**src/rtl/odo_mul.sv**
```systemverilog
// Shift-add unsigned multiplier, one multiplier bit per cycle.
// Depends on nothing but the clock and reset.
`default_nettype none
module odo_mul #(
  parameter int AW = 34,
  parameter int BW = 35
) (
  input  wire logic             clk,
  input  wire logic             rst,
  input  wire logic             start,
  input  wire logic [AW-1:0]    a,
  input  wire logic [BW-1:0]    b,
  output logic                  done,
  output logic [AW+BW-1:0]      prod
);
  localparam int PW    = AW + BW;
  localparam int CNT_W = $clog2(BW);

  logic             busy;
  logic [CNT_W-1:0] cnt;
  logic [PW-1:0]    acc;
  logic [PW-1:0]    a_sh;
  logic [BW-1:0]    b_sh;
  logic             last;

  assign last = (cnt == CNT_W'(BW - 1));
  assign prod = acc;

  always_ff @(posedge clk) begin
    if (rst) begin
      busy <= 1'b0;
      done <= 1'b0;
    end else begin
      done <= busy && last;
      if (start) begin
        busy <= 1'b1;
      end else if (busy && last) begin
        busy <= 1'b0;
      end
    end
    if (start) begin
      acc  <= '0;
      a_sh <= PW'(a);
      b_sh <= b;
      cnt  <= '0;
    end else if (busy) begin
      if (b_sh[0]) begin
        acc <= acc + a_sh;
      end
      a_sh <= a_sh << 1;
      b_sh <= b_sh >> 1;
      cnt  <= cnt + 1'b1;
    end
  end
endmodule
`default_nettype wire

```
**config.mk**
```make
export PLATFORM = sky130hd
export DESIGN_NAME = odo_mul
export DESIGN_NICKNAME = d
export VERILOG_FILES = /design/src/rtl/odo_mul.sv
export SDC_FILE = /design/constraint.sdc
export NUM_CORES = 1
export LEC_CHECK = 0
export BUFFER_PORTS_ARGS = -buffer_cell sky130_fd_sc_hd__buf_4
export CAP_MARGIN = 20
export CELL_PAD_IN_SITES_DETAIL_PLACEMENT = 1
export CELL_PAD_IN_SITES_GLOBAL_PLACEMENT = 1
export CORE_ASPECT_RATIO = 0.5
export CORE_MARGIN = 4
export CORE_UTILIZATION = 38
export DETAILED_ROUTE_END_ITERATION = 10
export PLACE_DENSITY_LB_ADDON = 0.12
export SETUP_SLACK_MARGIN = 0.1
export SYNTH_ARGS = -nofsm -noshare
export SYNTH_HDL_FRONTEND = slang
export SYNTH_SLANG_ARGS = --single-unit
```
**constraint.sdc**
```tcl
create_clock -name clk -period 5.85 [get_ports clk]
set_input_delay 0.8775 -clock clk [delete_from_list [all_inputs] [get_ports clk]]
set_output_delay 0.8775 -clock clk [all_outputs]
set_load 0.05 [all_outputs]
```
== Word level (Yosys, flattened, before mapping) ==
Index checks and enable logic that the tools add are counted.
Cells by class
  reductions and logical operators: 4
  eq/ne operators: 1
  muxes and demuxes: 6
  add/subtract/negate cells: 2
Operators with widths (count)
  35-bit two-way mux: 2
  69-bit adder: 1
  34-bit two-way mux: 2
  6-bit by 1-bit adder with 6-bit output, second input constant: 1
  6-bit equality test, second input constant: 1
  2-bit nonzero test: 2
  1-bit two-way mux: 2
  2-bit AND reduction: 1
  1-bit logical AND: 1
Storage, ports and cells
  logic and storage cells: 20
  output and inout port bits: 70
  flip-flop bits (word level): 181
  bits of input ports: 72

== Longest topological paths before layout ==
  depth in word-level cells: 4
  gate-level depth with buffers: 12
  mapped depth without buffers: 12

== Worst setup path after synthesis ==
Ideal clock, no wire load.
  kind: reg2reg
  start: reg acc[0] (netlist: prod[0])
  end: reg acc[68] (netlist: prod[68])
  arrival: 3.194 ns
  path buffers: 0
  setup time: 0.121 ns
  required time: 5.729 ns
  period minus slack after synthesis: 3.315 ns
  slack: 2.535 ns
  cell stages (with the launch flop): 13
  cells stage by stage: dfxtp_1 ha_1 fa_1 a211oi_2 o211ai_1 a211oi_2 o21ai_2 a22o_1 o21ai_2 a21oi_2 a2111oi_1 a311o_1 mux2_4
On the way
  cells in the longest elaborated chain, start to end: 1
Ends and longest elaborated chain
  start, declared: RTL line 21  | logic [PW-1:0] acc;
  start signal, assigned: RTL line 48  | acc <= acc + a_sh;
  69-bit adder: RTL line 48
Every way passes these cells.
A chain may end at the register's enable or synchronous reset.

== Worst setup path in the final report ==
  start: reg a_sh[0]
  end: reg acc[56] (netlist: prod[56])
On the way
  cells in the longest elaborated chain, start to end: 1
Ends and longest elaborated chain
  start, declared: RTL line 22  | logic [PW-1:0] a_sh;
  start signal, assigned: RTL line 43  | a_sh <= PW'(a);
  start signal, assigned: RTL line 50  | a_sh <= a_sh << 1;
  69-bit adder: RTL line 48
Every way passes these cells.

==> run metrics <==
status=complete, no violations; setup violators final=0; CP endpoint kind=register; clock insertion delay at the later pin of the skew report=0.46 ns; Cell Rows=43; number of max-cap violations=0; TritonRoute pass-1 iters=4; RR Startpoint=a_sh[0]; R2R Setup Slk=2.39 ns; Worst Hold Depth=2; CP Cell Sequence=ha_1, fa_1, a211oi_2, o211ai_1, a21oi_1, o21ai_1, a31o_1, a2111oi_0, o21ai_1, a22oi_1, and3_1, nand3b_1; DRT iter0 DRCs=509; CP delay by family, top=compound AO/OA/AOI/OAI gates; Slew Limit Fails=0; vias in the first global route=9,558; cell count after placement=1,627; global-route wire length before repair=50,900 um; Port Buffers=141; die area=31,600 sq um; total power=0.00324 W; Slew @ Worst Pin=1.01 ns; final net count=1,407; drc violations=0; antenna cell count=0; leading area contributor after synthesis=dfxtp_1; normalized max-slew margin=0.326; Cells after Synth=1,168; GPL Wtd Cong=0.863; dominant synthesized flop cell=dfxtp_1; post_cts resized=0; part of the power in the clock network=0.365; fin crit period=3.46 ns; CP Max Fanout=4; R2R depth=12; hold_buf cts=0; Pint=0.00221 W; initial core utilization=0.389; Crit path arrival time=3.86 ns; Detailed Route WL=31,400 um; clock-pin slew on the worst setup and hold paths=0.08 ns; worst stage delay on the critical path=0.46 ns; HPWL Detailed=22,800 um; die extent in x=247 um; Post-Route Skew=0.0124 ns; num ports=142; Synth Cell Area=10,900 sq um; P_leak=5.45 nW; total CTS buffers=17; commonest non-fill, non-tap cells in the layout=buf_4 (145), nand2_1 (142), a21oi_1 (115); Seq pwr share=0.445; vias=9,119; initial antenna violation count=0; Yosys cell types=75; CTS tree=yes; Die Y=128 um; Post-synth EDFFs=69; post-synthesis async set-or-reset flop share=0; RSZ-0062 raised after global routing=false; Mapped Nets=1,311; Core Region=28,000 sq um; grt ovf=0; share of post-route cells with drive strength above 1=0.218; worst hold start=prod[44]; power per cell area=254 nW/um^2; Layout area overhead=17.4%; Sw Ratio=0.318; number of vias per cell=5.50; warning count from the yosys run=0; post-CTS setup buffers=0; area share of the largest cell type after synthesis=0.206; Hold EP=prod[44]; flops & latches, synth=181; Filler cells=3,183; crit path launch type=register; final hold vios=0; Worst Path Buf+Inv=0; drt wl/cell=18.9 um; clk root buf=clkbuf_16; combinational power share=0.191; CP Class=register to register; most common cell after layout, fill and taps aside=buf_4; period utilisation layout=0.592; register area share after synthesis=0.396; CTS Buffer Depth=2; largest net degree at the start of global routing=70; DRT antenna net count=0; Synth area leaders=dfxtp_1 (21%), edfxtp_1 (19%), ha_1 (8.0%); Clock H-tree levels=4; Switch Pwr=0.00103 W; Required @ worst endpoint=6.25 ns; Fmax=0.289 GHz; peak supply drop=214 uV; reg2reg end=prod[56]; Mean Syn Cell Area=9.32 sq um; GR Util All Layers=0.201; Worst path most repeated cell=o21ai_1; setup tns final=0 ns; Clock Sinks=181; Hold Crit Class=register to register; final non-filler cell total=1,659; slowest CP cell=a2111oi_0
[Yosys cell counts, drive strengths merged (5+ instances only)]
library cell  instances
mux2i                36
and2                  9
a221oi                6
nand3                19
nor2b                 6
a21boi                5
xor2                 25
nor4                  5
xnor2                29
a21oi               122
nor3                 19
buf                  33
edfxtp               69
o21bai                8
ha                   70
mux2                 68
o21ai                66
a211oi                9
nand2               145
nor2                 78
inv                  24
nand4                25
and3                 14
clkbuf               36
a21o                 44
dfxtp               112
a31oi                11
o211ai                7
[power by group through the flow]
stage / sequential (W) / clock [W] / combinational (W)
global route: 0.00145 / 0.00128 / 0.000680
CTS: 0.00144 / 0.00122 / 0.000621
detailed placement: 0.00147 / 0 / 0.000617
floorplan: 0.00152 / 0 / 0.000379
finish: 0.00144 / 0.00118 / 0.000618
global placement: 0.00147 / 0 / 0.000609
[per-layer routing]
metal  GRT usage  wire [um]  vias to the layer above
met5           0          0                        -
met4      0.0547        481                        0
met3      0.0445       1260                       25
met2       0.328      14600                      126
met1       0.270      15000                     4501
li1            -          -                     4467
[per-stage QoR]
stage	instance area [sq um]	setup slack (ns)	util	hold WS, ns
after global routing	12800	2.09	0.457	0.513
after CTS	12800	2.34	0.457	0.483
after floorplan	10900	2.53	-	0.448
final	12800	2.39	0.457	0.481
after global placement	12200	2.52	0.435	0.463
after detailed placement	12200	2.36	0.435	0.473
[worst max-delay path by stage]
| stage | slack, ns | from | endpoint | depth (start not counted) |
|---|---|---|---|---|
| global placement | 2.52 | a_sh[0] | prod[68] | 12 |
| detailed placement | 2.36 | a_sh[0] | prod[68] | 12 |
| finish | 2.39 | a_sh[0] | prod[56] | 12 |
| global route | 2.09 | a_sh[0] | prod[56] | 12 |
| floorplan | 2.53 | prod[0] | prod[68] | 12 |
| CTS | 2.34 | a_sh[0] | prod[56] | 12 |
[cell families (layout without fill, tap and decap cells)]
logic type	count (synthesis)	after routing	share of synthesized area
compound gates	319	319	0.191
xor+xnor	54	54	0.0435
fa+ha+maj	71	71	0.0823
buf+inv	94	203	0.0355
flops	181	181	0.396
mux	104	104	0.104
simple gates	345	345	0.147
[layout make-up]
cell class	instances	area [sq um]	share of cell area
multi-input combinational	893	6190	0.485
sequential	181	4320	0.338
timing repair buffer	146	1100	0.0861
tap	382	478	0.0374
clock buffer	17	425	0.0333
clock inverter	15	170	0.0133
inverter	25	93.8	0.00735
[flip-flops by register name, summed over array words and instances (netlist names)]
name / flops
done: 1
cnt: 6
b_sh: 35
a_sh: 69
prod: 69
busy: 1
[worst register-to-register path: stages, from the launching register on]
cell	delay, ns
edfxtp_1	0.41
ha_1	0.23
fa_1	0.44
a211oi_2	0.26
o211ai_1	0.14
a21oi_1	0.25
o21ai_1	0.21
a31o_1	0.34
a2111oi_0	0.46
o21ai_1	0.18
a22oi_1	0.21
and3_1	0.18
nand3b_1	0.09
Note: power is estimated with default switching activity, not from simulation.
