### src/rtl/odo_pkg.sv
// Shared types, widths and constants for the differential-drive odometry block.
// No dependencies; the top level and the CORDIC import this package.
`default_nettype none
package odo_pkg;

  localparam int TICK_W  = 16;
  localparam int CFG_W   = 16;
  localparam int DIST_W  = 33;               // ticks * distance_per_tick
  localparam int SUM_W   = 34;               // dR + dL, dR - dL
  localparam int HEAD_W  = 21;               // stored heading, rad * 2^-16
  localparam int TURN_MAG_W = 20;
  localparam int TRIG_W  = 34;               // CORDIC x/y, Q2.29 with headroom
  localparam int TDIF_W  = TRIG_W + 1;       // sin/cos difference
  localparam int PROD_W  = SUM_W + TDIF_W;   // magnitude product
  localparam int NUM_W   = PROD_W + 1;       // product plus rounding half
  localparam int DEN_W   = 34;
  localparam int DELTA_W = 72;
  localparam int POS_W   = 32;
  localparam int Z_W     = 37;               // CORDIC angle, rad * 2^-30
  localparam int IDX_W   = 5;                // arctangent table index
  localparam int ROUND_SHIFT = 30;

  localparam logic [TURN_MAG_W-1:0] TWO_PI_Q16 = 20'd411775;
  localparam logic signed [Z_W-1:0] PI_Q30      = 37'sd3373259426;
  localparam logic signed [Z_W-1:0] TWO_PI_Q30  = 37'sd6746518852;
  localparam logic signed [Z_W-1:0] HALF_PI_Q30 = 37'sd1686629713;
  localparam logic signed [TRIG_W-1:0] CORDIC_X0 = 34'sd326016437;

  localparam logic [CFG_W-1:0] DIST_PER_TICK_RST = 16'd1001;
  localparam logic [CFG_W-1:0] TRACK_WIDTH_RST   = 16'd3610;

  typedef enum logic {
    REG_DIST_PER_TICK = 1'b0,
    REG_TRACK_WIDTH   = 1'b1
  } reg_index_t;

  typedef enum logic [3:0] {
    ST_IDLE, ST_DIST_L, ST_DIST_R, ST_TURN, ST_TURN_WAIT, ST_SC0, ST_SC0_WAIT,
    ST_SC1, ST_SC1_WAIT, ST_MUL, ST_MUL_WAIT, ST_DIV, ST_DIV_WAIT, ST_POST, ST_OUT
  } odo_state_t;

  typedef enum logic [1:0] {
    CS_IDLE, CS_REDUCE, CS_ROTATE
  } cordic_state_t;

  // floor(atan(2^-i) * 2^30)
  function automatic logic [29:0] atan_q30(input logic [IDX_W-1:0] i);
    logic [29:0] v;
    case (i)
      5'd0:  v = 30'd843314856;
      5'd1:  v = 30'd497837829;
      5'd2:  v = 30'd263043836;
      5'd3:  v = 30'd133525158;
      5'd4:  v = 30'd67021686;
      5'd5:  v = 30'd33543515;
      5'd6:  v = 30'd16775850;
      5'd7:  v = 30'd8388437;
      5'd8:  v = 30'd4194282;
      5'd9:  v = 30'd2097149;
      5'd10: v = 30'd1048575;
      5'd11: v = 30'd524287;
      5'd12: v = 30'd262143;
      5'd13: v = 30'd131071;
      5'd14: v = 30'd65535;
      5'd15: v = 30'd32767;
      5'd16: v = 30'd16383;
      5'd17: v = 30'd8191;
      5'd18: v = 30'd4095;
      5'd19: v = 30'd2047;
      5'd20: v = 30'd1023;
      5'd21: v = 30'd511;
      5'd22: v = 30'd255;
      5'd23: v = 30'd127;
      5'd24: v = 30'd63;
      5'd25: v = 30'd31;
      5'd26: v = 30'd15;
      5'd27: v = 30'd7;
      5'd28: v = 30'd3;
      5'd29: v = 30'd1;
      default: v = 30'd0;
    endcase
    return v;
  endfunction

endpackage
`default_nettype wire

### src/rtl/odo_cordic.sv
// Iterative rotation-mode CORDIC giving sin and cos of a heading.
// Depends on odo_pkg for widths, angle constants and the arctangent table.
`default_nettype none
module odo_cordic #(
  parameter int STEPS = 16
) (
  input  wire logic                                  clk,
  input  wire logic                                  rst,
  input  wire logic                                  start,
  input  wire logic signed [odo_pkg::HEAD_W:0]       angle,
  output logic                                       done,
  output logic signed [odo_pkg::TRIG_W-1:0]          sin_val,
  output logic signed [odo_pkg::TRIG_W-1:0]          cos_val
);
  import odo_pkg::*;

  cordic_state_t             state;
  cordic_state_t             state_next;
  logic signed [Z_W-1:0]     z;
  logic signed [TRIG_W-1:0]  x;
  logic signed [TRIG_W-1:0]  y;
  logic signed [TRIG_W-1:0]  xs;
  logic signed [TRIG_W-1:0]  ys;
  logic signed [Z_W-1:0]     step_ang;
  logic [IDX_W-1:0]          cnt;
  logic                      neg;
  logic                      last;
  logic                      in_range;

  assign in_range = !(z > PI_Q30) && !(z < -PI_Q30);

  always_comb begin
    state_next = state;
    case (state)
      CS_IDLE:   if (start) state_next = CS_REDUCE;
      CS_REDUCE: if (in_range) state_next = CS_ROTATE;
      CS_ROTATE: if (last) state_next = CS_IDLE;
      default:   state_next = CS_IDLE;
    endcase
  end

  always_comb begin
    last     = (state == CS_ROTATE) && (cnt == IDX_W'(STEPS - 1));
    xs       = x >>> cnt;
    ys       = y >>> cnt;
    step_ang = Z_W'(atan_q30(cnt));
    sin_val  = neg ? -y : y;
    cos_val  = neg ? -x : x;
  end

  always_ff @(posedge clk) begin
    if (rst) begin
      state <= CS_IDLE;
      done  <= 1'b0;
    end else begin
      state <= state_next;
      done  <= last;
    end
    case (state)
      CS_IDLE: begin
        if (start) begin
          z   <= {angle[HEAD_W], angle, 14'b0};
          x   <= CORDIC_X0;
          y   <= '0;
          neg <= 1'b0;
          cnt <= '0;
        end
      end
      CS_REDUCE: begin
        if (z > PI_Q30) begin
          z <= z - TWO_PI_Q30;
        end else if (z < -PI_Q30) begin
          z <= z + TWO_PI_Q30;
        end else if (z > HALF_PI_Q30) begin
          z   <= z - PI_Q30;
          neg <= 1'b1;
        end else if (z < -HALF_PI_Q30) begin
          z   <= z + PI_Q30;
          neg <= 1'b1;
        end
      end
      CS_ROTATE: begin
        if (!z[Z_W-1]) begin
          x <= x - ys;
          y <= y + xs;
          z <= z - step_ang;
        end else begin
          x <= x + ys;
          y <= y - xs;
          z <= z + step_ang;
        end
        cnt <= cnt + 1'b1;
      end
      default: ;
    endcase
  end
endmodule
`default_nettype wire

### config.mk
export PLATFORM = sky130hd
export DESIGN_NAME = odo_cordic
export DESIGN_NICKNAME = d
export VERILOG_FILES = /design/src/rtl/odo_pkg.sv /design/src/rtl/odo_cordic.sv
export SDC_FILE = /design/constraint.sdc
export NUM_CORES = 1
export LEC_CHECK = 0
export BUFFER_PORTS_ARGS = -buffer_cell sky130_fd_sc_hd__buf_4
export CORE_MARGIN = 1
export CORE_UTILIZATION = 45
export DETAILED_ROUTE_END_ITERATION = 16
export PLACE_DENSITY = 0.73
export SYNTH_ARGS = -nofsm -noshare
export SYNTH_HDL_FRONTEND = slang
export SYNTH_SLANG_ARGS = --single-unit
### constraint.sdc
create_clock -name clk -period 11.3 [get_ports clk]
set_clock_uncertainty 0.1 [all_clocks]
set_input_delay 0 -clock clk [delete_from_list [all_inputs] [get_ports clk]]
set_output_delay 0 -clock clk [all_outputs]
set_load 0.05 [all_outputs]
* Word-level counts from Yosys, hierarchy flattened
Memory sizes are Yosys's and may differ from the RTL's. A register that Yosys moved wholly into a read port is not among the register bits.
Cells that the tools add are included.
** Cells by class
- $add $sub $neg :: 13
- Mux-type cells :: 28
- Eq/ne operators :: 10
- Reduce and logical (&&, ||, !) cells :: 12
- Magnitude comparators :: 4
- Shift operators :: 2
** Operators with widths (number)
- $mux W37 :: 6
- $mux W34 :: 6
- $pmux W34 S2 :: 2
- $pmux W37 S3 :: 1
- $add A34 B34 Y34 :: 2
- $neg A34 Y34 :: 2
- $sshr A34 B5 Y34 :: 2
- $sub A34 B34 Y34 :: 2
- $add A37 B31 Y37 :: 1
- $add A37 B33 Y37 const B :: 1
- $add A37 B34 Y37 const B :: 1
- $gt A37 B32 Y1 const B :: 1
- $gt A37 B33 Y1 const B :: 1
- $lt A37 B32 Y1 const B :: 1
- $lt A37 B33 Y1 const B :: 1
- $sub A37 B31 Y37 :: 1
- $sub A37 B33 Y37 const B :: 1
- $sub A37 B34 Y37 const B :: 1
- $mux W5 :: 2
- $ne A2 B2 Y1 const B :: 5
- $pmux W5 S2 :: 1
- $mux W2 :: 3
- $pmux W2 S3 :: 1
- $reduce_and A3 Y1 :: 2
- other kinds (15) :: 22
** Word-level totals
- Memories :: 1
- Bits of input ports :: 25
- Word-level logic and storage cells :: 77
- Register bits after elaboration :: 114
- Memory bits (read-only) :: 960
- Output and inout bits :: 69
** Memory list
- (no name shown) :: depth 32, bits a word 30, rd ports 1, clocked after Yosys merged registers in 1, write ports 0, line odo_pkg.sv:49 : case (i)

* Longest topological paths before layout
- Depth in word-level cells :: 6
- Depth in mapped cells :: 28
- Mapped depth without buffers :: 23

* Least setup slack after synthesis
Ideal clock, no wire load.
- Path kind :: register to register
- Start :: register cnt[1]
- End :: register y[33], data pin
- Slack :: 4.791 ns
- Period minus slack after synthesis :: 6.509 ns
- Setup time :: 0.260 ns
- Data required time :: 10.940 ns
- Path buffers :: 6
- Stages on the path, launching flop included :: 27
- Arrival time :: 6.149 ns
- Path through :: edfxtp_1 -> buf_6 -> buf_6 -> buf_6 -> buf_6 -> buf_4 -> clkbuf_1 -> mux4_2 -> mux2i_1 -> o32ai_1 -> nor2_1 -> ha_1 -> o311ai_0 -> or4_4 -> o41ai_1 -> xor2_1 -> ha_1 -> a21oi_1 -> o22ai_1 -> a2111oi_0 -> o21ai_0 -> o22a_1 -> a2111oi_0 -> nor4bb_1 -> nor3_1 -> nor3_1 -> mux2_2
** On the way
- Cells in the longest elaborated chain, start to end :: 4
- Elaborated cells on any way between the ends :: 5
- Those cells by class :: add/sub (2); shift (1); mux (2)
** Ends and longest elaborated chain
- start, declared :: line odo_cordic.sv:25 : logic [IDX_W-1:0] cnt;
- start signal, assigned :: line odo_cordic.sv:92 : cnt <= cnt + 1'b1;
- $sshr A34 B5 Y34 * :: line odo_cordic.sv:44 : xs = x >>> cnt;
- $add A34 B34 Y34 or $sub A34 B34 Y34 (tied branches) :: line odo_cordic.sv:85, odo_cordic.sv:89
- $mux W34 * :: line odo_cordic.sv:83 : if (!z[Z_W-1]) begin
- $pmux W34 S2 * :: line odo_cordic.sv:59 : case (state)
- end signal, assigned :: line odo_cordic.sv:85 : y <= y + xs;
- end signal, assigned :: line odo_cordic.sv:89 : y <= y - xs;
- end, declared :: line odo_cordic.sv:21 : logic signed [TRIG_W-1:0] y;
Mark *: on every way between the ends. The rest lies on a longest branch, timed or not.
A chain may end at the register's enable or synchronous reset.

* Final worst setup path
- Start :: register cnt[0]
- End :: register y[33], data pin
The elaborated chain is that of the path after synthesis.

==> qor.log <==
[cells_and_area] number of nets in the layout 2949
[drt] first-pass iteration count of the detailed router 6
[setup_path] kind of critical path flip-flop to flip-flop
[sta] Final setup viols 0
[floorplanning] floorplan die height 224.8 um
[grt] global-route usage over all layers 31.99%
[placement] Port-buffer cells 93
[sta] final hold slack 0.1940 ns
[setup_path] critical path, cell by cell buf_4 -> inv_1 -> buf_4 -> mux2i_1 -> mux4_2 -> a211oi_2 -> nand4_1 -> or4_4 -> o41ai_1 -> xor2_1 -> ha_1 -> a21oi_1 -> o22ai_1 -> a2111oi_0 -> o21ai_0 -> nand3b_1 -> a2111oi_0 -> nor4bb_1 -> nor3_1 -> nor3_1 -> mux2_2
[clock_network] number of clock buffers inserted by TritonCTS 17
[synth] total of flip-flops plus latches after synthesis 144
[synth] Synth area leaders edfxtp_1 15%, ha_1 7.1%, mux4_2 6.8%
[clock_network] H-tree depth reported by CTS 4
[drt] topmost layer with routed signal wires met4
[synth] async set or reset register ratio after synthesis 0%
[cells_and_area] area occupied by registers 3994 um^2
[cells_and_area] area used by multi-input combinational logic 17050 um^2
[placement] worst slack at placement 3.580 ns
[synth] Cells after Synth 2827
[worst_hold_path] path type of the worst min-delay path primary input to flip-flop
[sta] Final Max Slew Viols 0
[placement] final HPWL from detailed placement 61020 um
[floorplanning] area of the placeable core 48950 um^2
[synth] cell accounting for the most synthesized area edfxtp_1
[setup_path] category of the worst setup path launch point flip-flop
[sta] normalized max-slew margin 18.21%
[synth] sequential cell area fraction in the yosys report 17.88%
[synth] fraction of synthesized cell area taken by the top area cell type 14.92%
[drt] DRC violations left 0
[synth] synthesis warning total 0
[floorplanning] Total Die Area 50550 um^2
[grt] global-route wire length before repair 126400 um
[setup_path] CP Launch Point cnt[0]
[drt] M1 WL 34560 um
[clock_network] latest clock arrival within the worst-skew pair 0.49 ns
[setup_path] critical path endpoint category flip-flop
[setup_path] slowest stage cell on the critical path buf_4
[cells_and_area] share of post-route cells with drive strength above 1 11.15%
[floorplanning] die width 224.8 um
[sta] ratio of final minimum period to clock period 70.09%
[setup_path] arrival time of the worst setup path 8.06 ns
[drt] total length of routed met2 wires 36280 um
[flow_run] max-cap check violation count 0
[worst_hold_path] Hold Startpoint rst
[clock_network] CTS tree done
[grt] total global routing overflow 0
[drt] average wire per cell in the routed design 23.77 um
[clock_network] clock transition time at the flip-flop clock pins of the worst setup and hold paths 0.07 ns
[placement] weighted congestion at the end of routability-driven global placement 1.002
[setup_path] worst endpoint required time 11.44 ns
[floorplanning] placement row count 81
[drt] Total Routed Length 82500 um
[cells_and_area] filler instances 4687
[drt] number of DRC markers in iteration 0 2832
[status] run status complete, no violations
[cells_and_area] area grow syn2layout 7.549%
[drt] routed wire length on met3 8736 um
[sta] Final Hold Vio Count 0
[clock_network] sinks on the clock net 144
[setup_path] Worst path max stage delay 0.60 ns
[cells_and_area] antenna cells 0
[setup_path] maximum fanout count along the critical path 55
[floorplanning] starting density of the core 45.64%
[synth] average cell area after synthesis 7.903 um^2
[clock_network] CTS Root Cell clkbuf_16
[synth] net count of the mapped netlist 2982
[sta] setup repair after global routing missed its margin no
[synth] Distinct cells, synth 100
[floorplanning] top-level I/O count 94
[clock_network] number of buffers on the longest clock path 2
[sta] accumulated negative setup slack 0 ns
[synth] EDFF count, synth 111
[sta] post-layout minimum cycle time 7.921 ns
[sta] Max Freq 126.3 MHz
[synth] most frequently used flop master after synthesis edfxtp_1
[sta] worst setup margin 3.379 ns
[drt] vias after detailed routing 23460
[grt] vias in the first global route 21680
[drt] via-per-instance ratio 6.757
[grt] maximum number of pins on one net before global-route repair 75
[grt] antenna violations before repair 0
[synth] total standard cell area after synthesis 22340 um^2
[sta] Worst Max-Slew Pin Slew 1.211 ns
[drt] number of routed nets with antenna violations 0
[setup_path] FF-to-FF Start cnt[0]
[routing by layer]
layer,vias up,track usage (%)
li1,10620,-
met1,11240,44.72
met2,1394,48.16
met5,-,0
met3,203,6.414
met4,0,12.38
[cell usage after synthesis (all sizes together), types with 13 or more instances]
| cell type | instances |
|---|---|
| or4 | 27 |
| nand3 | 61 |
| a21o | 52 |
| nor2b | 23 |
| o41ai | 23 |
| o31ai | 24 |
| xnor2 | 157 |
| nand2 | 243 |
| nor2 | 262 |
| o21ai | 200 |
| o311ai | 13 |
| nor4 | 24 |
| a211o | 14 |
| and3 | 35 |
| o221ai | 14 |
| mux2 | 27 |
| nand4 | 27 |
| dfxtp | 33 |
| ha | 127 |
| or2 | 16 |
| a211oi | 38 |
| nand2b | 40 |
| a221oi | 20 |
| a22oi | 14 |
| and2 | 42 |
| o211ai | 23 |
| edfxtp | 111 |
| a31oi | 53 |
| o21a | 29 |
| a21oi | 214 |
| inv | 80 |
| clkbuf | 140 |
| buf | 69 |
| mux2i | 68 |
| mux4 | 70 |
| or3 | 30 |
| xor2 | 105 |
| nor3 | 79 |
| o22ai | 32 |
[layout make-up]
class / count / area share (%)
Clock inverter: 13 / 0.5519
Multi-Input combinational cell: 2393 / 70.97
Clock buffer: 19 / 1.979
Inverter: 81 / 1.265
Tap cell: 664 / 3.457
Sequential cell: 144 / 16.62
Timing Repair Buffer: 157 / 5.155
[critical path: cells and delay by family, from the launching register on]
family,cells,cell delay (ns)
AND/OR/NAND/NOR,6,1.71
buffers and inverters,3,1.41
XOR/XNOR,1,0.14
adder cells (fa/ha/maj),1,0.40
multiplexers,3,1.00
flip-flops,1,0.35
AO/OA/AOI/OAI,7,2.53
[registers in the layout (all words and copies together) (netlist names)]
register,flops
z,37
x,34
y,34
step_ang,30
cnt,5
state,2
done,1
neg,1
[worst paths after layout]
path                            slack (ns)  cells past startpoint  endpoint
worst min-delay path                  0.19                      3  state[0]
worst max register to register        3.38                     21     y[33]
worst max-delay path                  3.38                     21     y[33]
worst min register to register        0.44                      2  state[0]
[metrics by stage]
stage / cell area (um^2) / instances / util (%)
6_report: 24030 / 3471 / 49.09
3_5_place_dp: 23180 / 3415 / 47.36
3_3_place_gp: 23180 / 3415 / 47.36
5_1_grt: 24030 / 3471 / 49.09
2_1_floorplan: 22340 / 2827 / -
4_1_cts: 24030 / 3471 / 49.09
[layout by cell type, fill, tap and decap left out, drive strengths merged, types with 13 or more instances in the layout]
master       netlist  routed
nand4             27      27
o41ai             23      23
a21o              52      52
nor2             262     262
o21ai            200     200
mux2i             68      68
mux2              27      27
or3               30      30
o311ai            13      13
nor2b             23      23
inv               80      89
a211o             14      14
nand2b            40      40
ha               127     127
nand3             61      61
or2               16      16
a221oi            20      20
o221ai            14      14
dlygate4sd3        0      24
edfxtp           111     111
o21a              29      29
a21oi            214     214
buf               69     133
o31ai             24      24
or4               27      27
dfxtp             33      33
xor2             105     105
a22oi             14      14
and3              35      35
nor4              24      24
nand2            243     243
xnor2            157     157
o22ai             32      32
o211ai            23      23
mux4              70      70
a31oi             53      53
a211oi            38      38
and2              42      42
clkbuf           140      19
nor3              79      79
[repair_timing]
action / 4_1_cts / 5_1_grt
hold buffers: 24 / 0
hold endpoints to repair: 27 / 0
resized for setup: 0 / 0
setup buffers: 0 / 0
endpoints found under the setup margin: 0 / 0
[kinds of logic after synthesis]
family,share of synthesized area (%)
buf+inv,5.925
xor+xnor,10.38
fa+ha+maj,7.381
mux,11.51
simple gates,20.56
compound gates,26.37
flops,17.88
Power is not shown: default switching activity piles up to over one toggle a cycle in this logic, so the estimate is an artifact.
