--- src/rtl/odo_div.sv ---
// Restoring unsigned divider, one quotient bit per cycle.
// Depends on nothing but the clock and reset.
`default_nettype none
module odo_div #(
  parameter int NW = 70,
  parameter int DW = 34
) (
  input  wire logic          clk,
  input  wire logic          rst,
  input  wire logic          start,
  input  wire logic [NW-1:0] num,
  input  wire logic [DW-1:0] den,
  output logic               done,
  output logic [NW-1:0]      quot
);
  localparam int CNT_W = $clog2(NW);

  logic             busy;
  logic [CNT_W-1:0] cnt;
  logic [DW:0]      rem;
  logic [NW-1:0]    q;
  logic [DW-1:0]    dv;
  logic [DW:0]      rem_sh;
  logic             fits;
  logic             last;

  assign last   = (cnt == CNT_W'(NW - 1));
  assign rem_sh = {rem[DW-1:0], q[NW-1]};
  assign fits   = (rem_sh >= {1'b0, dv});
  assign quot   = q;

  always_ff @(posedge clk) begin
    if (rst) begin
      busy <= 1'b0;
      done <= 1'b0;
    end else begin
      done <= busy && last;
      if (start) begin
        busy <= 1'b1;
      end else if (busy && last) begin
        busy <= 1'b0;
      end
    end
    if (start) begin
      rem <= '0;
      q   <= num;
      dv  <= den;
      cnt <= '0;
    end else if (busy) begin
      rem <= fits ? (rem_sh - {1'b0, dv}) : rem_sh;
      q   <= {q[NW-2:0], fits};
      cnt <= cnt + 1'b1;
    end
  end
endmodule
`default_nettype wire

--- config.mk ---
export PLATFORM = sky130hd
export DESIGN_NAME = odo_div
export DESIGN_NICKNAME = d
export VERILOG_FILES = /design/src/rtl/odo_div.sv
export SDC_FILE = /design/constraint.sdc
export NUM_CORES = 1
export LEC_CHECK = 0
export ABC_AREA = 1
export BUFFER_PORTS_ARGS = -buffer_cell sky130_fd_sc_hd__buf_2
export CAP_MARGIN = 20
export CORE_UTILIZATION = 56
export CTS_CLUSTER_SIZE = 24
export DETAILED_ROUTE_END_ITERATION = 8
export GPL_TIMING_DRIVEN = 0
export PLACE_DENSITY = 0.85
export SYNTH_ARGS = -nofsm -noshare
export SYNTH_HDL_FRONTEND = slang
export SYNTH_SLANG_ARGS = --single-unit
--- constraint.sdc ---
create_clock -name clk -period 4.7 [get_ports clk]
set_input_delay 0.94 -clock clk [delete_from_list [all_inputs] [get_ports clk]]
set_output_delay 0.94 -clock clk [all_outputs]
set_load 0.005 [all_outputs]
; Word-level counts from Yosys, hierarchy flattened
; Index checks and enable logic that the tools add are counted.
[word_totals]
reg_bits = 147
latch_bits = 0
ram_bits = 0
romBits = 0
in_bits = 107
output_inout_bits = 71
word_cells = 18
n_memories = 0
[classes]
n_addsub = 2
mul = 0
div_mod_pow = 0
order_cmp = 1
eq_ne = 1
shift = 0
n_mux = 5
n_bitwise = 0
reduce_logical = 3
[op_table]
columns = cell, count
row1 = $mux 70, 2
row2 = $ge 35x34->1, 1
row3 = $mux 34, 1
row4 = $sub 34x34->34, 1
row5 = $add 7x1->7 const B, 1
row6 = $eq 7x7->1 const B, 1
row7 = $reduce_bool 2->1, 2
row8 = $mux 1, 2
row9 = $logic_and 1x1->1, 1

; Depth between registers and ports, before layout
; Gate-level depths: netlist of the first run.
[depth]
depth_word = 4
mapped_depth = 17
ltp_nobuf = 17

; Worst setup path after synthesis of the first run
; OpenSTA, ideal clock, no wires.
[synth_timing]
path_kind = input-to-reg
from = in start
to = reg q[0] (netlist: quot[0]), enable pin
setup_ns = 0.462
arrival_ns = 3.557
required_time_ns = 4.238
setup_slack_ns = 0.681
stages = 4
n_path_buf = 2
path_cell_list = clkbuf_1 > nor2_1 > inv_1 > clkbuf_1
[synth_between]
elab_chain_len = 1
[synth_rtl]
columns = item, line_no
row1 = "start, declared", 10  ; input wire logic start,
row2 = $reduce_bool 2->1 (no line), --
row3 = "end signal, assigned", 46  ; q <= num;
row4 = "end signal, assigned", 51  ; q <= {q[NW-2:0], fits};
row5 = "end, declared", 21  ; logic [NW-1:0] q;
; No other way between the ends.
; A chain may end at the register's enable or synchronous reset.

; Final worst setup path of the first run
[layout_timing]
from = in start
to = reg q[15] (netlist: quot[15]), enable pin
; Same word-level chain as after synthesis.

==> results of run 1 <==
-- power breakdown --
group          switching (µW)  internal, µW
registers                45.1          1500
clock network             582           691
logic                     244           158
-- kinds of logic (layout without fill, tap and decap cells) --
kind of cell	Yosys count	count (layout)
AO/OA/AOI/OAI	59	59
XOR/XNOR	18	18
adder cells (fa/ha/maj)	37	37
buffers and inverters	205	415
flip-flops	147	147
AND/OR/NAND/NOR	711	711
-- per-stage QoR --
step / cells / util (%) / setup slack, ns / total power, µW / TNS [ns]
floorplan: 1177 / - / 0.681 / 1780 / 0
global placement: 1542 / 64.8 / -1.47 / 1960 / -114.21
detailed placement: 1543 / 65.0 / 0.877 / 1970 / 0
CTS: 1575 / 68.6 / 1.33 / 3230 / 0
global route: 1575 / 68.6 / 1.14 / 3330 / 0
finish: 1575 / 68.6 / 1.33 / 3220 / 0
-- worst paths after layout --
| path | from | to | slack (ns) | depth (start not counted) |
|---|---|---|---|---|
| max | start | quot[15]$_DFFE_PP_ | 1.33 | 6 |
| min | rem[17]$_SDFFE_PP0P_ | rem[17]$_SDFFE_PP0P_ | 0.47 | 2 |
| max reg2reg | quot[69]$_DFFE_PP_ | rem[30]$_SDFFE_PP0P_ | 2.18 | 17 |
| min reg2reg | rem[17]$_SDFFE_PP0P_ | rem[17]$_SDFFE_PP0P_ | 0.47 | 2 |
-- layout by cell type, fill, tap and decap left out, types with 2 or more instances in the layout --
cell type / count
sky130_fd_sc_hd__clkinvlp_4: 2
sky130_fd_sc_hd__nand2_8: 2
sky130_fd_sc_hd__dfxtp_1: 43
sky130_fd_sc_hd__nor3_1: 3
sky130_fd_sc_hd__buf_2: 181
sky130_fd_sc_hd__inv_6: 7
sky130_fd_sc_hd__a21oi_1: 27
sky130_fd_sc_hd__clkbuf_1: 20
sky130_fd_sc_hd__xnor2_1: 15
sky130_fd_sc_hd__o21ai_1: 13
sky130_fd_sc_hd__inv_2: 7
sky130_fd_sc_hd__nand3_1: 79
sky130_fd_sc_hd__inv_8: 2
sky130_fd_sc_hd__xor2_1: 3
sky130_fd_sc_hd__clkinv_1: 3
sky130_fd_sc_hd__buf_6: 3
sky130_fd_sc_hd__inv_1: 163
sky130_fd_sc_hd__edfxtp_1: 104
sky130_fd_sc_hd__nor2_1: 62
sky130_fd_sc_hd__nor2_4: 2
sky130_fd_sc_hd__ha_1: 36
sky130_fd_sc_hd__nand2_2: 6
sky130_fd_sc_hd__nand4_1: 5
sky130_fd_sc_hd__nand2_1: 517
sky130_fd_sc_hd__buf_4: 5
sky130_fd_sc_hd__nor2_2: 4
sky130_fd_sc_hd__clkbuf_16: 17
sky130_fd_sc_hd__o21ai_0: 10
sky130_fd_sc_hd__nand3b_1: 21
sky130_fd_sc_hd__o21bai_1: 5
-- layout make-up --
type / count / area (µm²)
Fill cell: 1267 / 4770
Sequential cell: 147 / 3980
Multi-Input combinational cell: 825 / 3930
Timing Repair Buffer: 178 / 913
Inverter: 173 / 652
Clock buffer: 18 / 429
Tap cell: 188 / 235
Buffer: 32 / 170
Clock inverter: 14 / 116
-- per-layer routing --
layer	share of wire, %	global-route usage [%]	vias to the layer above
met5	0	0	-
met4	2.5	12.0	0
met3	7.8	6.33	44
met2	49	52.9	327
met1	41	36.6	3591
li1	-	-	4081
-- state kept, by name, summed over array words and instances, names as in the netlist --
register  flops
busy          1
cnt           7
done          1
dv           34
quot         70
rem          34
-- worst register-to-register path: cells and delay by family (launching register included) --
family                   cells  cell delay [ns]
AND/OR/NAND/NOR             13             1.15
buffers and inverters        2             0.19
adder cells (fa/ha/maj)      2             0.69
flip-flops                   1             0.39
==> results.cfg, run 1 <==
[outcome]
status = finished clean

[timing]
skew_ns = 0.00796
max_slew.worst_pin.slew_ns = 0.845
setup_viol = 0
hold_viol = 0
finalMaxSlewViolations = 0
unrepaired_setup_endpoints_after_global_routing = false
max_slew_margin_pct = 43.7
fmax_mhz = 297
worst_hold_slack_ns = 0.467
layout_worst_path_cycle_share_pct = 71.6
period_needed_ns = 3.37

[worst_setup_path]
crit_path_top_delay_cell = sky130_fd_sc_hd__buf_2
critical_path_arrival_ns = 3.48
cp.required_ns = 4.82
worst-setup-path-type = input pin to flop
crit_family = buffers and inverters
worst-path-max-fanout = 47
critical_path_buf_inv_count = 5
timing.critical_path.from_type = input pin
critical_path.cell_chain = buf_2, clkbuf_1, nor2_1, inv_1, clkbuf_4, buf_16
highest_cell_delay_on_the_worst_timing_path_ns = 0.64
endpoint_kind = flop

[logic_synthesis]
netlist_area_mm2 = 0.00873
synth_top_family_by_area = simple AND/OR/NAND/NOR gates
post_synth_mux_area_share_pct = 0
synth-compound-area-share_pct = 3.64
synth-adder-area-share_pct = 5.39
synth_simple_gate_area_share_pct = 34.2
average_cell_area_after_synthesis_um2 = 7.42
yosysMostFrequentCell = sky130_fd_sc_hd__nand2_1
yosys_most_used_dff = sky130_fd_sc_hd__edfxtp_1
synth.cells.most_frequent = sky130_fd_sc_hd__nand2_1 (517), sky130_fd_sc_hd__inv_1 (163), sky130_fd_sc_hd__edfxtp_1 (104)
yosys_warnings = 0
synth_cells = 1177
yosys.area_share.xor_xnor_pct = 1.81
ys_seq_area_share_pct = 45.6
yosysTopAreaCell = sky130_fd_sc_hd__edfxtp_1
synthDominantCellAreaShare_pct = 35.8
synth_enable_flop_cells = 104
post_synthesis_cell_type_count = 42
async_flop_share_pct = 0
post_synth_main_area_contributors = sky130_fd_sc_hd__edfxtp_1 (36%), sky130_fd_sc_hd__nand2_1 (22%), sky130_fd_sc_hd__dfxtp_1 (9.9%)
synth-seq-cells = 147
mappedNetlistNets = 1321

[detailed_routing]
detail_route.wl_per_cell_um = 14.8
firstDrtPassIters = 5
route.detailed.drc = 0
via_count = 8043
routed_wl_um = 23200
drtIter0Drc = 563
drtAntennaViolNets = 0
drt-vias-per-instance = 5.11

[cts]
cts.htree.levels = 4
clock_latency_ns = 0.43
postCtsSetupRepairBufs = 0
post_cts_resize_count = 0
clkTransAtPathRegs_ns = 0.06
cts.sink_count = 147
tritoncts = yes
cts_made_buffers = 17
cts.path.max_buffers = 2
ctsRootBufferMaster = sky130_fd_sc_hd__clkbuf_16
cts_hold_buf = 0

[power_and_ir_drop]
power.ir.vdd_worst_mv = 0.257
pwr_density_cell_mw_per_mm2 = 309
pleak_uw = 0.00555

[worst_hold_path]
worstHoldPathType = flop to flop

[grt]
grt_max_degree = 48
globalRouteOverflowTotal = 0
first_global_vias = 7853
track_usage_pct = 30.3
initial_antenna_violation_count = 0
grt_pass1_wl_um = 37500

[place]
dpl.hpwl_um = 17800
buffer_ports.inserted = 177
gp_routability_congestion = 0.996
placement.cell_area_mm2 = 0.00989

[floorplan]
initial_utilization_pct = 57.4
design.core.area_mm2 = 0.0152
rows = 45
num_io_pins = 178
design.die.area_mm2 = 0.0161
chipWidth_um = 127
die_y_um = 127

[final_layout]
antennaDiodeCount = 0
syn2layout_area_growth_pct = 19.4
drive_above_1_share_pct = 17.9
layout.cell_area.non_filler_mm2 = 0.0104
finalNetCount = 1518

[flow_run]
max_cap_viol_count = 0
Power figures use the tool's default switching activity.
==> run 2: changes to the inputs <==
--- a/config.mk
+++ b/config.mk
@@ -8,11 +8,11 @@
 export ABC_AREA = 1
 export BUFFER_PORTS_ARGS = -buffer_cell sky130_fd_sc_hd__buf_2
 export CAP_MARGIN = 20
-export CORE_UTILIZATION = 56
+export CORE_UTILIZATION = 50
 export CTS_CLUSTER_SIZE = 24
 export DETAILED_ROUTE_END_ITERATION = 8
 export GPL_TIMING_DRIVEN = 0
-export PLACE_DENSITY = 0.85
+export PLACE_DENSITY = 0.81
 export SYNTH_ARGS = -nofsm -noshare
 export SYNTH_HDL_FRONTEND = slang
 export SYNTH_SLANG_ARGS = --single-unit
==> constraint.sdc (replaced) <==
create_clock -name clk -period 3 [get_ports clk]
set_input_delay 0.6 -clock clk [delete_from_list [all_inputs] [get_ports clk]]
set_output_delay 0.6 -clock clk [all_outputs]
set_load 0.005 [all_outputs]
==> run 2 against run 1 <==
  * Die area rose by 12%
  * Via count rose by 0.60%
  * Sequential cell count did not move
  * Worst hold slack got worse by 0.13 ns
  * Worst setup slack got worse by 0.95 ns
  * Largest cell class unchanged
  * Highest routed layer unchanged
==> results.cfg, run 2 (same netlist as run 1, synthesis figures left out) <==
[outcome]
status = finished clean

[timing]
fmax_mhz = 382
finalMaxSlewViolations = 0
max_slew.worst_pin.slew_ns = 0.636
skew_ns = 0.00939
setup_tns_ns = 0
setup_viol = 0
period_needed_ns = 2.62
worst_hold_slack_ns = 0.338
layout_worst_path_cycle_share_pct = 87.2
hold_viol = 0
max_slew_margin_pct = 57.5
unrepaired_setup_endpoints_after_global_routing = false

[floorplan]
num_io_pins = 178
die_y_um = 134
design.die.area_mm2 = 0.0180
rows = 47
design.core.area_mm2 = 0.0168
initial_utilization_pct = 51.9
chipWidth_um = 134

[worst_hold_path]
worst_hold_startpoint = den[1]
worstHoldPathType = input pin to flop

[final_layout]
drive_above_1_share_pct = 18.0
most-common-layout-cells = sky130_fd_sc_hd__nand2_1 (517), sky130_fd_sc_hd__buf_2 (180), sky130_fd_sc_hd__inv_1 (163), sky130_fd_sc_hd__edfxtp_1 (104), sky130_fd_sc_hd__nand3_1 (79)
largest_reg_flops = 70
syn2layout_area_growth_pct = 21.5
layout.cells.most_common = sky130_fd_sc_hd__nand2_1
final-instance-count-excl-fill = 1608
nFillCells = 1540
finalNetCount = 1518

[cts]
postCtsSetupRepairBufs = 0
tritoncts = yes
clock_latency_ns = 0.43
cts.htree.levels = 4
cts_made_buffers = 17
cts.sink_count = 147
cts.path.max_buffers = 2
clkTransAtPathRegs_ns = 0.07
ctsRootBufferMaster = sky130_fd_sc_hd__clkbuf_16

[grt]
track_usage_pct = 27.7
grt_pass1_wl_um = 38300
initial_antenna_violation_count = 1
first_global_vias = 7751
grt_max_degree = 71
globalRouteOverflowTotal = 0

[worst_setup_path]
crit_top_cell = sky130_fd_sc_hd__clkbuf_4
endpoint_kind = flop
worstSetupStartpoint = start
critical_path_buf_inv_count = 5
highest_cell_delay_on_the_worst_timing_path_ns = 0.53
worst-path-max-fanout = 70
worstSetupEndpoint = quot[17]$_DFFE_PP_
path_depth = 6
timing.reg2reg.setup_slack_ns = 0.50
crit_family = buffers and inverters
number_of_cells_traversed_by_the_worst_register_to_register_path = 17
critical_path_arrival_ns = 2.71
timing.critical_path.from_type = input pin
crit_path_top_delay_cell = sky130_fd_sc_hd__clkbuf_1
r2r-end = rem[30]$_SDFFE_PP0P_
critical_path.cell_chain = clkbuf_4, clkbuf_1, nor2_1, inv_1, clkbuf_4, buf_16
worst-setup-path-type = input pin to flop
cp.required_ns = 3.10
critical_path.reg2reg.startpoint = quot[69]$_DFFE_PP_

[detailed_routing]
drt-vias-per-instance = 5.03
drtAntennaViolNets = 0
drtIter0Drc = 528
routed_wl_um = 23800
route.detailed.drc = 0
via_count = 8091
detail_route.wl_per_cell_um = 14.8
firstDrtPassIters = 5

[place]
buffer_ports.inserted = 177
dpl.hpwl_um = 18300
place_inst = 1575
gp_routability_congestion = 0.988

[power_and_ir_drop]
pleak_uw = 0.00562
pwr_density_cell_mw_per_mm2 = 522
power.ir.vdd_worst_mv = 0.417

[flow_run]
max_cap_viol_count = 0
[run 2: worst reg2reg max path, cell delays in order, from the launching register on]
cell and delay, ns:
sky130_fd_sc_hd__edfxtp_1 0.38, sky130_fd_sc_hd__inv_1 0.09, sky130_fd_sc_hd__ha_1 0.22, sky130_fd_sc_hd__inv_1 0.09, sky130_fd_sc_hd__fa_1 0.47, sky130_fd_sc_hd__nand2_1 0.11
sky130_fd_sc_hd__nand3_1 0.08, sky130_fd_sc_hd__and2_1 0.17, sky130_fd_sc_hd__nand2_1 0.06, sky130_fd_sc_hd__nand2_1 0.10, sky130_fd_sc_hd__nand2_1 0.08, sky130_fd_sc_hd__nand2_1 0.09
sky130_fd_sc_hd__nand2_1 0.14, sky130_fd_sc_hd__nand2_1 0.07, sky130_fd_sc_hd__nand2_1 0.06, sky130_fd_sc_hd__nand3_1 0.07, sky130_fd_sc_hd__nand2_1 0.07, sky130_fd_sc_hd__nand2_1 0.04
[run 2: layer usage]
metal  GRT usage (%)  part of all wire, %  wire length (µm)  up-vias
met4            10.5                  2.9               691        0
met3            7.29                  7.5              1780       48
li1                -                    -                 -     4082
met2            46.6                   48             11400      325
met5               0                    0                 0        -
met1            33.9                   42              9920     3636
[run 2: per-stage QoR]
stage                     total power, µW  util [%]  instance area, µm²  setup slack [ns]
after detailed placement             3090      59.0                9930            -0.373
after global placement               3070      58.8                9900             -1.26
after global routing                 5730      63.1               10600             0.220
after floorplan                      2790         -                8730             0.465
after CTS                            5570      63.1               10600             0.101
final                                5540      63.1               10600             0.383
[run 2: how the worst min path moves through the flow]
stage | end | cells after the start
after floorplan | rem[33]$_SDFFE_PP0P_ | 2
after global placement | rem[19]$_SDFFE_PP0P_ | 2
after detailed placement | rem[28]$_SDFFE_PP0P_ | 2
after CTS | dv[1]$_DFFE_PP_ | 1
after global routing | dv[32]$_DFFE_PP_ | 1
final | dv[1]$_DFFE_PP_ | 1
[run 2: final cells by class]
type	instances	area [µm²]	area share, %
antenna	1	2.50	0.0236
buffer	32	170	1.60
clock buffer	17	425	4.01
clock inverter	15	255	2.41
inverter	173	652	6.14
multi-input combinational	825	3930	37.0
sequential	147	3980	37.5
tap	220	275	2.59
timing repair buffer	178	916	8.63
[run 2: where the power goes]
| part | switching, µW | total, µW | internal [µW] |
|---|---|---|---|
| sequential | 72.5 | 2420 | 2350 |
| clock | 967 | 2490 | 1520 |
| combinational | 384 | 632 | 248 |
| total | 1420 | 5540 | 4110 |
[run 2: timing repair]
action | in CTS | in global routing
resized for setup | 0 | 1
endpoints found under the setup margin | 0 | 65
hold buffers | 0 | 0
